[config.mk]
export PLATFORM = sky130hd
export DESIGN_NAME = ordered_deque_list_engine_unit
export DESIGN_NICKNAME = d
export VERILOG_FILES = /design/src/rtl/odle_pkg.sv /design/src/rtl/ordered_deque_list_engine_unit.sv /design/src/rtl/odle_ctrl.sv /design/src/rtl/odle_dp.sv
export SDC_FILE = /design/constraint.sdc
export NUM_CORES = 2
export LEC_CHECK = 0
export BUFFER_PORTS_ARGS = -buffer_cell sky130_fd_sc_hd__buf_2
export CORE_MARGIN = 3
export CORE_UTILIZATION = 38
export DETAILED_ROUTE_END_ITERATION = 6
export PLACE_DENSITY_LB_ADDON = 0.3
export SLEW_MARGIN = 10
export SYNTH_ARGS = -nofsm -noshare
export SYNTH_HDL_FRONTEND = slang
export SYNTH_SLANG_ARGS = --single-unit
[constraint.sdc]
create_clock -name clk -period 8.8 [get_ports clk]
set_input_delay 0.88 -clock clk [delete_from_list [all_inputs] [get_ports clk]]
set_output_delay 0.88 -clock clk [all_outputs]
set_load 0.01 [all_outputs]
[src/rtl/odle_pkg.sv]
// Package for the ordered deque list engine.
// Holds mode and status codes, the controller-datapath command set and shared types.
// No dependencies.
package odle_pkg;

	localparam int MODE_W = 4;
	localparam int POS_W  = 6;
	localparam int STAT_W = 3;

	localparam logic [MODE_W-1:0] MODE_CLEAR      = 4'd0;
	localparam logic [MODE_W-1:0] MODE_ORD_INS    = 4'd1;
	localparam logic [MODE_W-1:0] MODE_PUSH_BACK  = 4'd2;
	localparam logic [MODE_W-1:0] MODE_PUSH_FRONT = 4'd3;
	localparam logic [MODE_W-1:0] MODE_DELETE     = 4'd4;
	localparam logic [MODE_W-1:0] MODE_POP_BACK   = 4'd5;
	localparam logic [MODE_W-1:0] MODE_POP_FRONT  = 4'd6;
	localparam logic [MODE_W-1:0] MODE_REVERSE    = 4'd7;
	localparam logic [MODE_W-1:0] MODE_READ       = 4'd8;

	localparam logic [STAT_W-1:0] STAT_OK        = 3'd0;
	localparam logic [STAT_W-1:0] STAT_EMPTY     = 3'd1;
	localparam logic [STAT_W-1:0] STAT_NOT_FOUND = 3'd2;
	localparam logic [STAT_W-1:0] STAT_FULL      = 3'd3;
	localparam logic [STAT_W-1:0] STAT_BAD_POS   = 3'd4;

	typedef enum logic [4:0] {
		CMD_NONE,
		CMD_ACCEPT,
		CMD_CLEAR,
		CMD_REVERSE,
		CMD_SET_FULL,
		CMD_SET_EMPTY,
		CMD_SET_BADPOS,
		CMD_ALLOC,
		CMD_ALLOC_WR,
		CMD_GO_FRONT,
		CMD_GO_BACK,
		CMD_STEP,
		CMD_INS_A,
		CMD_INS_B,
		CMD_APPEND,
		CMD_REMOVE,
		CMD_NOTFOUND,
		CMD_HIT_READ,
		CMD_FIN
	} dp_cmd_t;

	typedef struct packed {
		logic [MODE_W-1:0] mode;
		logic              count_zero;
		logic              full;
		logic              pos_bad;
		logic              hit;
		logic              last;
		logic              idx_zero;
		logic              out_busy;
	} dp_stat_t;

	typedef enum logic [3:0] {
		S_IDLE,
		S_DECODE,
		S_ALLOC,
		S_ALLOC_WR,
		S_WALK_GO,
		S_FRONT,
		S_WALK,
		S_INS_A,
		S_INS_B,
		S_APPEND,
		S_REMOVE,
		S_FIN
	} ctrl_state_t;

endpackage

[src/rtl/ordered_deque_list_engine_unit.sv]
// Ordered deque list engine: bounded doubly linked list of signed keys.
// Each request is accepted, decoded and finished through the result register; clear, reverse,
// rejected requests and unused modes do nothing more. Push and pop go straight to a list
// end; ordered insert, delete by key and read walk the list one link at a time (one key/link
// memory read each). One request at a time: the next is taken once the result is registered.
// Reset clears the list ends, count, direction and allocator; memories are not cleared.
module ordered_deque_list_engine_unit
	import odle_pkg::*;
#(
	parameter int CAPACITY = 64,
	parameter int KEY_BITS = 32,
	localparam int CW      = $clog2(CAPACITY + 1),
	localparam int IN_W    = ((MODE_W + KEY_BITS + POS_W + 7) / 8) * 8,
	localparam int OUT_W   = ((STAT_W + CW + KEY_BITS + 7) / 8) * 8
) (
	input  logic             clk,
	input  logic             arst_n,
	input  logic             s_axis_tvalid,
	output logic             s_axis_tready,
	input  logic [IN_W-1:0]  s_axis_tdata,  // mode, key, position, zero pad
	output logic             m_axis_tvalid,
	input  logic             m_axis_tready,
	output logic [OUT_W-1:0] m_axis_tdata   // status, entry_total, key_out, zero pad
);

	dp_cmd_t                    cmd;
	dp_stat_t                   stat;
	logic [STAT_W-1:0]          status;
	logic [CW-1:0]              entry_total;
	logic signed [KEY_BITS-1:0] key_out;

	odle_ctrl u_ctrl (
		.clk      (clk),
		.arst_n   (arst_n),
		.in_valid (s_axis_tvalid),
		.in_ready (s_axis_tready),
		.stat     (stat),
		.cmd      (cmd)
	);

	odle_dp #(
		.CAPACITY (CAPACITY),
		.KEY_BITS (KEY_BITS),
		.CW       (CW)
	) u_dp (
		.clk        (clk),
		.arst_n     (arst_n),
		.cmd        (cmd),
		.stat       (stat),
		.in_mode    (s_axis_tdata[MODE_W-1:0]),
		.in_key     (s_axis_tdata[MODE_W +: KEY_BITS]),
		.in_pos     (s_axis_tdata[MODE_W + KEY_BITS +: POS_W]),
		.out_valid  (m_axis_tvalid),
		.out_ready  (m_axis_tready),
		.out_status (status),
		.out_total  (entry_total),
		.out_key    (key_out)
	);

	assign m_axis_tdata = OUT_W'({key_out, entry_total, status});

endmodule

[src/rtl/odle_ctrl.sv]
// Controller for the ordered deque list engine.
// Sequences each request through the datapath by command; uses odle_pkg.
module odle_ctrl
	import odle_pkg::*;
(
	input  logic     clk,
	input  logic     arst_n,
	input  logic     in_valid,
	output logic     in_ready,
	input  dp_stat_t stat,
	output dp_cmd_t  cmd
);

	ctrl_state_t state_q, state_d;

	always_ff @(posedge clk or negedge arst_n) begin
		if (!arst_n) begin
			state_q <= S_IDLE;
		end else begin
			state_q <= state_d;
		end
	end

	always_comb begin
		state_d  = state_q;
		cmd      = CMD_NONE;
		in_ready = 1'b0;
		case (state_q)
			S_IDLE: begin
				in_ready = 1'b1;
				if (in_valid) begin
					cmd     = CMD_ACCEPT;
					state_d = S_DECODE;
				end
			end
			S_DECODE: begin
				state_d = S_FIN;
				case (stat.mode)
					MODE_CLEAR: cmd = CMD_CLEAR;
					MODE_REVERSE: cmd = CMD_REVERSE;
					MODE_ORD_INS, MODE_PUSH_BACK, MODE_PUSH_FRONT: begin
						if (stat.full) begin
							cmd = CMD_SET_FULL;
						end else begin
							cmd     = CMD_ALLOC;
							state_d = S_ALLOC_WR;
						end
					end
					MODE_DELETE, MODE_POP_FRONT: begin
						if (stat.count_zero) begin
							cmd = CMD_SET_EMPTY;
						end else begin
							cmd     = CMD_GO_FRONT;
							state_d = S_WALK;
						end
					end
					MODE_POP_BACK: begin
						if (stat.count_zero) begin
							cmd = CMD_SET_EMPTY;
						end else begin
							cmd     = CMD_GO_BACK;
							state_d = S_WALK;
						end
					end
					MODE_READ: begin
						if (stat.pos_bad) begin
							cmd = CMD_SET_BADPOS;
						end else begin
							cmd     = CMD_GO_FRONT;
							state_d = S_WALK;
						end
					end
					default: cmd = CMD_NONE;
				endcase
			end
			S_ALLOC_WR: begin
				cmd = CMD_ALLOC_WR;
				if (stat.mode == MODE_PUSH_BACK || stat.count_zero) begin
					state_d = S_APPEND;
				end else if (stat.mode == MODE_PUSH_FRONT) begin
					state_d = S_FRONT;
				end else begin
					state_d = S_WALK_GO;
				end
			end
			S_WALK_GO: begin
				cmd     = CMD_GO_FRONT;
				state_d = S_WALK;
			end
			S_FRONT: begin
				cmd     = CMD_GO_FRONT;
				state_d = S_INS_A;
			end
			S_WALK: begin
				if (stat.hit) begin
					if (stat.mode == MODE_ORD_INS) begin
						state_d = S_INS_A;
					end else if (stat.mode == MODE_READ) begin
						cmd     = CMD_HIT_READ;
						state_d = S_FIN;
					end else begin
						state_d = S_REMOVE;
					end
				end else if (stat.last) begin
					if (stat.mode == MODE_ORD_INS) begin
						state_d = S_APPEND;
					end else begin
						cmd     = CMD_NOTFOUND;
						state_d = S_FIN;
					end
				end else begin
					cmd = CMD_STEP;
				end
			end
			S_INS_A: begin
				cmd     = CMD_INS_A;
				state_d = stat.idx_zero ? S_FIN : S_INS_B;
			end
			S_INS_B: begin
				cmd     = CMD_INS_B;
				state_d = S_FIN;
			end
			S_APPEND: begin
				cmd     = CMD_APPEND;
				state_d = S_FIN;
			end
			S_REMOVE: begin
				cmd     = CMD_REMOVE;
				state_d = S_FIN;
			end
			S_FIN: begin
				if (!stat.out_busy) begin
					cmd     = CMD_FIN;
					state_d = S_IDLE;
				end
			end
			default: state_d = S_IDLE;
		endcase
	end

endmodule

[src/rtl/odle_dp.sv]
// Datapath for the ordered deque list engine: key and link memories, slot
// allocator, list end registers, walk registers and the result register.
// Driven by odle_ctrl commands; uses odle_pkg.
module odle_dp
	import odle_pkg::*;
#(
	parameter int CAPACITY = 64,
	parameter int KEY_BITS = 32,
	parameter int CW       = $clog2(CAPACITY + 1),
	parameter int SW       = $clog2(CAPACITY)
) (
	input  logic                       clk,
	input  logic                       arst_n,
	input  dp_cmd_t                    cmd,
	output dp_stat_t                   stat,
	input  logic [MODE_W-1:0]          in_mode,
	input  logic signed [KEY_BITS-1:0] in_key,
	input  logic [POS_W-1:0]           in_pos,
	output logic                       out_valid,
	input  logic                       out_ready,
	output logic [STAT_W-1:0]          out_status,
	output logic [CW-1:0]              out_total,
	output logic signed [KEY_BITS-1:0] out_key
);

	localparam int CMPW = CW + POS_W;

	logic [KEY_BITS-1:0] key_mem  [CAPACITY];
	logic [SW-1:0]       next_mem [CAPACITY];
	logic [SW-1:0]       prev_mem [CAPACITY];
	logic [SW-1:0]       free_mem [CAPACITY];

	logic [MODE_W-1:0]          mode_q;
	logic signed [KEY_BITS-1:0] key_q;
	logic [POS_W-1:0]           pos_q;
	logic [SW-1:0]              head_q, tail_q;
	logic [CW-1:0]              count_q, fresh_q, ftop_q, i_q;
	logic                       rev_q, use_free_q;
	logic [SW-1:0]              s_q, p_q, x_q, free_rd_q;
	logic signed [KEY_BITS-1:0] rd_key_q;
	logic [SW-1:0]              rd_next_q, rd_prev_q;
	logic [STAT_W-1:0]          res_status_q;
	logic signed [KEY_BITS-1:0] res_key_q;
	logic                       out_valid_q;
	logic [STAT_W-1:0]          out_status_q;
	logic [CW-1:0]              out_total_q;
	logic signed [KEY_BITS-1:0] out_key_q;

	logic [SW-1:0] front, back, lnext_rd, lprev_rd, x_w, rd_addr;
	logic          rd_en, ln_we, lp_we;
	logic [SW-1:0] ln_addr, ln_data, lp_addr, lp_data;
	logic          hit;

	assign front    = rev_q ? tail_q : head_q;
	assign back     = rev_q ? head_q : tail_q;
	assign lnext_rd = rev_q ? rd_prev_q : rd_next_q;
	assign lprev_rd = rev_q ? rd_next_q : rd_prev_q;
	assign x_w      = use_free_q ? free_rd_q : x_q;

	always_comb begin
		case (mode_q)
			MODE_ORD_INS: hit = rd_key_q >= key_q;
			MODE_DELETE:  hit = rd_key_q == key_q;
			MODE_READ:    hit = CMPW'(i_q) == CMPW'(pos_q);
			default:      hit = 1'b1;
		endcase
	end

	assign stat.mode       = mode_q;
	assign stat.count_zero = count_q == '0;
	assign stat.full       = count_q == CW'(CAPACITY);
	assign stat.pos_bad    = CMPW'(pos_q) >= CMPW'(count_q);
	assign stat.hit        = hit;
	assign stat.last       = CW'(i_q + 1'b1) == count_q;
	assign stat.idx_zero   = i_q == '0;
	assign stat.out_busy   = out_valid_q && !out_ready;

	// Read port: start of a walk or the next link of the node just read
	always_comb begin
		rd_en   = 1'b1;
		rd_addr = lnext_rd;
		case (cmd)
			CMD_GO_FRONT: rd_addr = front;
			CMD_GO_BACK:  rd_addr = back;
			CMD_STEP:     rd_addr = lnext_rd;
			default:      rd_en   = 1'b0;
		endcase
	end

	// One write per logical link array per cycle
	always_comb begin
		ln_we   = 1'b0;
		lp_we   = 1'b0;
		ln_addr = x_q;
		ln_data = s_q;
		lp_addr = s_q;
		lp_data = x_q;
		case (cmd)
			CMD_INS_A: begin
				ln_we = 1'b1;
				lp_we = 1'b1;
			end
			CMD_INS_B: begin
				ln_we   = 1'b1;
				lp_we   = 1'b1;
				ln_addr = p_q;
				ln_data = x_q;
				lp_addr = x_q;
				lp_data = p_q;
			end
			CMD_APPEND: begin
				ln_we   = count_q != '0;
				lp_we   = count_q != '0;
				ln_addr = back;
				ln_data = x_q;
				lp_addr = x_q;
				lp_data = back;
			end
			CMD_REMOVE: begin
				// unlink a middle node only
				ln_we   = count_q > CW'(1) && i_q != '0 && CW'(i_q + 1'b1) != count_q;
				lp_we   = ln_we;
				ln_addr = lprev_rd;
				ln_data = lnext_rd;
				lp_addr = lnext_rd;
				lp_data = lprev_rd;
			end
			default: ;
		endcase
	end

	always_ff @(posedge clk) begin
		if (rd_en) begin
			rd_key_q  <= key_mem[rd_addr];
			rd_next_q <= next_mem[rd_addr];
			rd_prev_q <= prev_mem[rd_addr];
		end
		if (cmd == CMD_ALLOC) begin
			free_rd_q <= free_mem[SW'(ftop_q - 1'b1)];
		end
		if (cmd == CMD_ALLOC_WR) begin
			key_mem[x_w] <= key_q;
		end
		if (cmd == CMD_REMOVE) begin
			free_mem[ftop_q[SW-1:0]] <= s_q;
		end
		if (ln_we) begin
			if (rev_q) begin
				prev_mem[ln_addr] <= ln_data;
			end else begin
				next_mem[ln_addr] <= ln_data;
			end
		end
		if (lp_we) begin
			if (rev_q) begin
				next_mem[lp_addr] <= lp_data;
			end else begin
				prev_mem[lp_addr] <= lp_data;
			end
		end
	end

	// Request, walk and result payload
	always_ff @(posedge clk) begin
		case (cmd)
			CMD_ACCEPT: begin
				mode_q       <= in_mode;
				key_q        <= in_key;
				pos_q        <= in_pos;
				res_status_q <= STAT_OK;
				res_key_q    <= '0;
			end
			CMD_SET_FULL:   res_status_q <= STAT_FULL;
			CMD_SET_EMPTY:  res_status_q <= STAT_EMPTY;
			CMD_SET_BADPOS: res_status_q <= STAT_BAD_POS;
			CMD_NOTFOUND:   res_status_q <= STAT_NOT_FOUND;
			CMD_HIT_READ:   res_key_q    <= rd_key_q;
			CMD_REMOVE:     res_key_q    <= rd_key_q;
			CMD_ALLOC:      x_q          <= fresh_q[SW-1:0];
			CMD_ALLOC_WR:   x_q          <= x_w;
			CMD_GO_FRONT: begin
				s_q <= front;
				i_q <= '0;
			end
			CMD_GO_BACK: begin
				s_q <= back;
				i_q <= CW'(count_q - 1'b1);
			end
			CMD_STEP: begin
				p_q <= s_q;
				s_q <= lnext_rd;
				i_q <= CW'(i_q + 1'b1);
			end
			CMD_FIN: begin
				out_status_q <= res_status_q;
				out_total_q  <= count_q;
				out_key_q    <= res_key_q;
			end
			default: ;
		endcase
	end

	// List control state
	always_ff @(posedge clk or negedge arst_n) begin
		if (!arst_n) begin
			head_q      <= '0;
			tail_q      <= '0;
			count_q     <= '0;
			rev_q       <= 1'b0;
			fresh_q     <= '0;
			ftop_q      <= '0;
			use_free_q  <= 1'b0;
			out_valid_q <= 1'b0;
		end else begin
			// load a new result, else drop the one just taken
			if (cmd == CMD_FIN) begin
				out_valid_q <= 1'b1;
			end else if (out_valid_q && out_ready) begin
				out_valid_q <= 1'b0;
			end
			case (cmd)
				CMD_CLEAR: begin
					head_q  <= '0;
					tail_q  <= '0;
					count_q <= '0;
					rev_q   <= 1'b0;
					fresh_q <= '0;
					ftop_q  <= '0;
				end
				CMD_REVERSE: rev_q <= !rev_q;
				CMD_ALLOC: begin
					// recycle a returned slot first, else hand out a fresh one
					use_free_q <= ftop_q != '0;
					if (ftop_q != '0) begin
						ftop_q <= CW'(ftop_q - 1'b1);
					end else begin
						fresh_q <= CW'(fresh_q + 1'b1);
					end
				end
				CMD_INS_A: begin
					count_q <= CW'(count_q + 1'b1);
					if (i_q == '0) begin
						if (rev_q) tail_q <= x_q; else head_q <= x_q;
					end
				end
				CMD_APPEND: begin
					count_q <= CW'(count_q + 1'b1);
					if (rev_q) head_q <= x_q; else tail_q <= x_q;
					if (count_q == '0) begin
						if (rev_q) tail_q <= x_q; else head_q <= x_q;
					end
				end
				CMD_REMOVE: begin
					count_q <= CW'(count_q - 1'b1);
					ftop_q  <= CW'(ftop_q + 1'b1);
					if (count_q > CW'(1)) begin
						if (i_q == '0) begin
							if (rev_q) tail_q <= lnext_rd; else head_q <= lnext_rd;
						end else if (CW'(i_q + 1'b1) == count_q) begin
							if (rev_q) head_q <= lprev_rd; else tail_q <= lprev_rd;
						end
					end
				end
				default: ;
			endcase
		end
	end

	assign out_valid  = out_valid_q;
	assign out_status = out_status_q;
	assign out_total  = out_total_q;
	assign out_key    = out_key_q;

	a_count_bound: assert property (@(posedge clk) disable iff (!arst_n)
		count_q <= CW'(CAPACITY))
		else $error("entry count above capacity");

	a_slots_balance: assert property (@(posedge clk) disable iff (!arst_n)
		(CW + 1)'(count_q) + (CW + 1)'(ftop_q) <= (CW + 1)'(fresh_q))
		else $error("more slots in use or returned than handed out");

	a_fresh_bound: assert property (@(posedge clk) disable iff (!arst_n)
		fresh_q <= CW'(CAPACITY))
		else $error("fresh slot counter beyond capacity");

	a_clear_empties: assert property (@(posedge clk) disable iff (!arst_n)
		cmd == CMD_CLEAR |=> count_q == '0 && ftop_q == '0)
		else $error("clear left entries behind");

endmodule

==> results_dict.tcl <==
set metrics [dict create \
    status "completed" \
    relSlewSlack 0.05132 \
    antenna_found_initial 55 \
    finalCritPeriodShare 0.8852 \
    post_drt_wl_per_cell_um 28.43 \
    io_pins 102 \
    grt_usage 0.2235 \
    switching_power_uw 28930 \
    ctsHtreeMaxLevel 5 \
    critPathKind "reg2reg" \
    finalSetupViolCount 0 \
    fmax_mhz 128.4 \
    gr-total-overflow 0 \
    path_max_fanout 65 \
    dr_total_vias 88050 \
    drt_iter0_drc 12510 \
    ys_ff_latch 3433 \
    grt_max_degree 123 \
    utilization 0.4352 \
    worst_slew_pin_slew_ps 1383 \
    crit_arrival_ps 8310 \
    rsz0062_at_grt "no" \
    p_leak_uw 0.05272 \
    dieArea_um2 373400 \
    first_global_vias 83620 \
    synth_area_leaders "edfxtp_1 (73%), nand2_1 (6.7%), mux4_2 (3.1%)" \
    drc 0 \
    core_um2 363300 \
    fp.dieH_um 611.1 \
    fin_tns_setup_ps 0 \
    tritoncts "yes" \
    synth_edf_count 3394 \
    final_cell_mix "edfxtp_1 (3394), nand2_1 (2484), nand3_1 (812)" \
    regArea_um2 102900 \
    ir_worst_vdd_v 0.0004226 \
    min_path_type "in2reg" \
    syn_inst 9796 \
    synth_cell_types 101 \
    wirelength_um 428400 \
    final_common_cell "edfxtp_1" \
    io_buffers 89 \
    p_sw_frac 0.4329 \
    postRouteAntennaNets 0 \
    cts_made_buffers 366 \
    synth_top_area_cell "edfxtp_1" \
    num_rows 221 \
    cp-start-kind "flop" \
    postCtsSetupBuffers 0 \
    dr.pass1.iters 6 \
    crit_required_ps 9320 \
    drv_cap 0 \
    synth_top_area_share 0.7326 \
    drv_slew 0 \
    power_density_nw_per_um2 422.6 \
    cts-root-buf "clkbuf_16" \
    hpwlAfterDp_um 252200 \
    hold_violations 0 \
    grt_pass1_wl_um 608000 \
    syn_area_um2 139100 \
    clockPowerShare 0.231 \
    gp_congestion 0.8671 \
    drive_gt1_frac 0.1254 \
    fin_skew_ps 108.7 \
    multi_input_area_um2 33810 \
    p_seq_frac 0.310 \
    areaGrowthSynthToFinish_pct 13.66 \
    p_int_uw 37890 \
    viasPerCell 5.842 \
    seq_area_frac_synth 0.7396 \
    syn_area_per_cell_um2 14.20 \
    cts_sinks 3433 \
    ys.flop_type "edfxtp_1" \
    ys_warn_count 0 \
    die_w_um 611.1 \
    end_kind "flop" \
    fin_nets 10060 \
    clk_pin_slew_worst_paths_ps 60 \
    postCtsResizedCells 0 \
    max-clock-path-buffers 4 \
    fill_cells 32160 \
    initial_core_util 0.3829 \
    ys_async_sr_fraction 0.01136 \
    fin_crit_ps 7790 \
    clk_latency_ps 980 \
    p_comb_frac 0.460 \
    hold_buffers 0 \
]
per-layer routing:
metal  wire, µm  global-route usage
met5        114                   0
met3      48250             0.04666
met2     197100              0.3491
met4      13900             0.07051
met1     169000              0.3131
metrics by stage:
step / cells / area (µm²) / power, µW / hold WS, ps / worst slack [ps]
after floorplan: 9801 / 139100 / 39510 / 400.3 / 2100
after global placement: 14380 / 146100 / 50930 / 405.0 / 1324
after detailed placement: 14380 / 146100 / 51280 / 404.5 / 1190
after CTS: 15060 / 158100 / 66620 / 51.37 / 1214
after global routing: 15060 / 158100 / 69610 / 88.08 / 922.9
final: 15070 / 158100 / 66830 / 114.4 / 1010
registers in the layout (all words and copies together) (netlist names), 7 cells and up:
signal	count
u_dp.free_mem	384
u_dp.key_mem	2048
u_dp.count_q	7
u_dp.i_q	7
u_dp.next_mem	384
u_dp.res_key_q	32
u_dp.out_key	32
u_dp.key_q	32
u_dp.out_total	7
u_dp.prev_mem	384
u_dp.rd_key_q	32
u_dp.ftop_q	7
cell usage after synthesis (11+ instances only):
master	n
edfxtp_1	3394
nand2_1	2492
nand3_1	812
nor2_1	381
buf_2	327
mux2i_1	235
a21oi_1	209
mux4_2	193
clkbuf_1	137
a311oi_1	130
and3_1	127
a31oi_1	119
o21ai_0	108
nand4_1	84
buf_4	75
inv_1	62
o22ai_1	61
a221oi_1	54
buf_1	52
nor3_1	52
ha_1	47
dfrtp_1	39
and2_1	38
o221ai_1	37
a22oi_1	33
a32oi_1	33
a21boi_0	30
nor4_1	22
o211ai_1	22
nand2b_1	19
buf_6	18
xor2_1	18
a2111oi_0	17
nor4b_1	15
o32ai_1	15
or4_1	15
a211oi_1	14
a41oi_1	14
or3_1	14
xnor2_1	14
o2bb2ai_1	13
a21o_1	12
nor2b_1	12
a211o_1	11
mux2_2	11
power by group through the flow:
stage	Clock [µW]	Combinational [µW]	Sequential (µW)
floorplan	0	18400	21100
global placement	0	29900	21000
detailed placement	0	30300	21000
CTS	15600	30400	20700
global route	16300	32600	20700
finish	15400	30700	20700
cell type report:
| class | count | area share |
|---|---|---|
| sequential | 3433 | 0.6508 |
| multi-input combinational | 5695 | 0.2139 |
| clock buffer | 433 | 0.06005 |
| tap | 4794 | 0.03794 |
| timing repair buffer | 397 | 0.02013 |
| clock inverter | 241 | 0.01547 |
| inverter | 64 | 0.001535 |
| antenna | 14 | 0.0002216 |
path summary, 6_finish.rpt:
check	start	end	slack [ps]	depth (start not counted)
max	u_dp.key_q[17]$_DFFE_PP_	u_dp.prev_mem[6][2]$_DFFE_PP_	1010	14
min	s_axis_tdata[18]	u_dp.key_q[14]$_DFFE_PP_	110	1
max reg2reg	u_dp.key_q[17]$_DFFE_PP_	u_dp.prev_mem[6][2]$_DFFE_PP_	1010	14
min reg2reg	u_dp.res_key_q[5]$_SDFFCE_PN0P_	u_dp.out_key[5]$_DFFE_PP_	370	0
max in group asynchronous	arst_n	u_dp.ftop_q[0]$_DFFE_PN0P_	7850	1
min in group asynchronous	arst_n	u_ctrl.state_q[2]$_DFFE_PN0P_	160	1
critical path: stages (launching register included):
cell,delay [ps]
edfxtp_1,370
buf_4,540
inv_1,140
ha_1,330
nand4_1,220
nor4_1,450
nand3_1,870
o311ai_0,850
nor3_1,180
a21o_1,300
o221ai_2,540
and2_1,460
mux2i_1,920
nand3_1,550
nor2_1,600
logic make-up (layout without fill, tap and decap cells):
logic type               Yosys count  after routing  share of synthesized area
AO/OA/AOI/OAI                   1051           1051                    0.05378
XOR/XNOR                          35             35                   0.002500
adder cells (fa/ha/maj)           48             48                   0.004299
buffers and inverters            673           1135                    0.02410
flip-flops                      3433           3433                     0.7396
multiplexers                     439            439                    0.04904
other                              1             20                 0.00002696
AND/OR/NAND/NOR                 4116           4116                     0.1266
No activity file was read; power rests on OpenSTA's default activity.
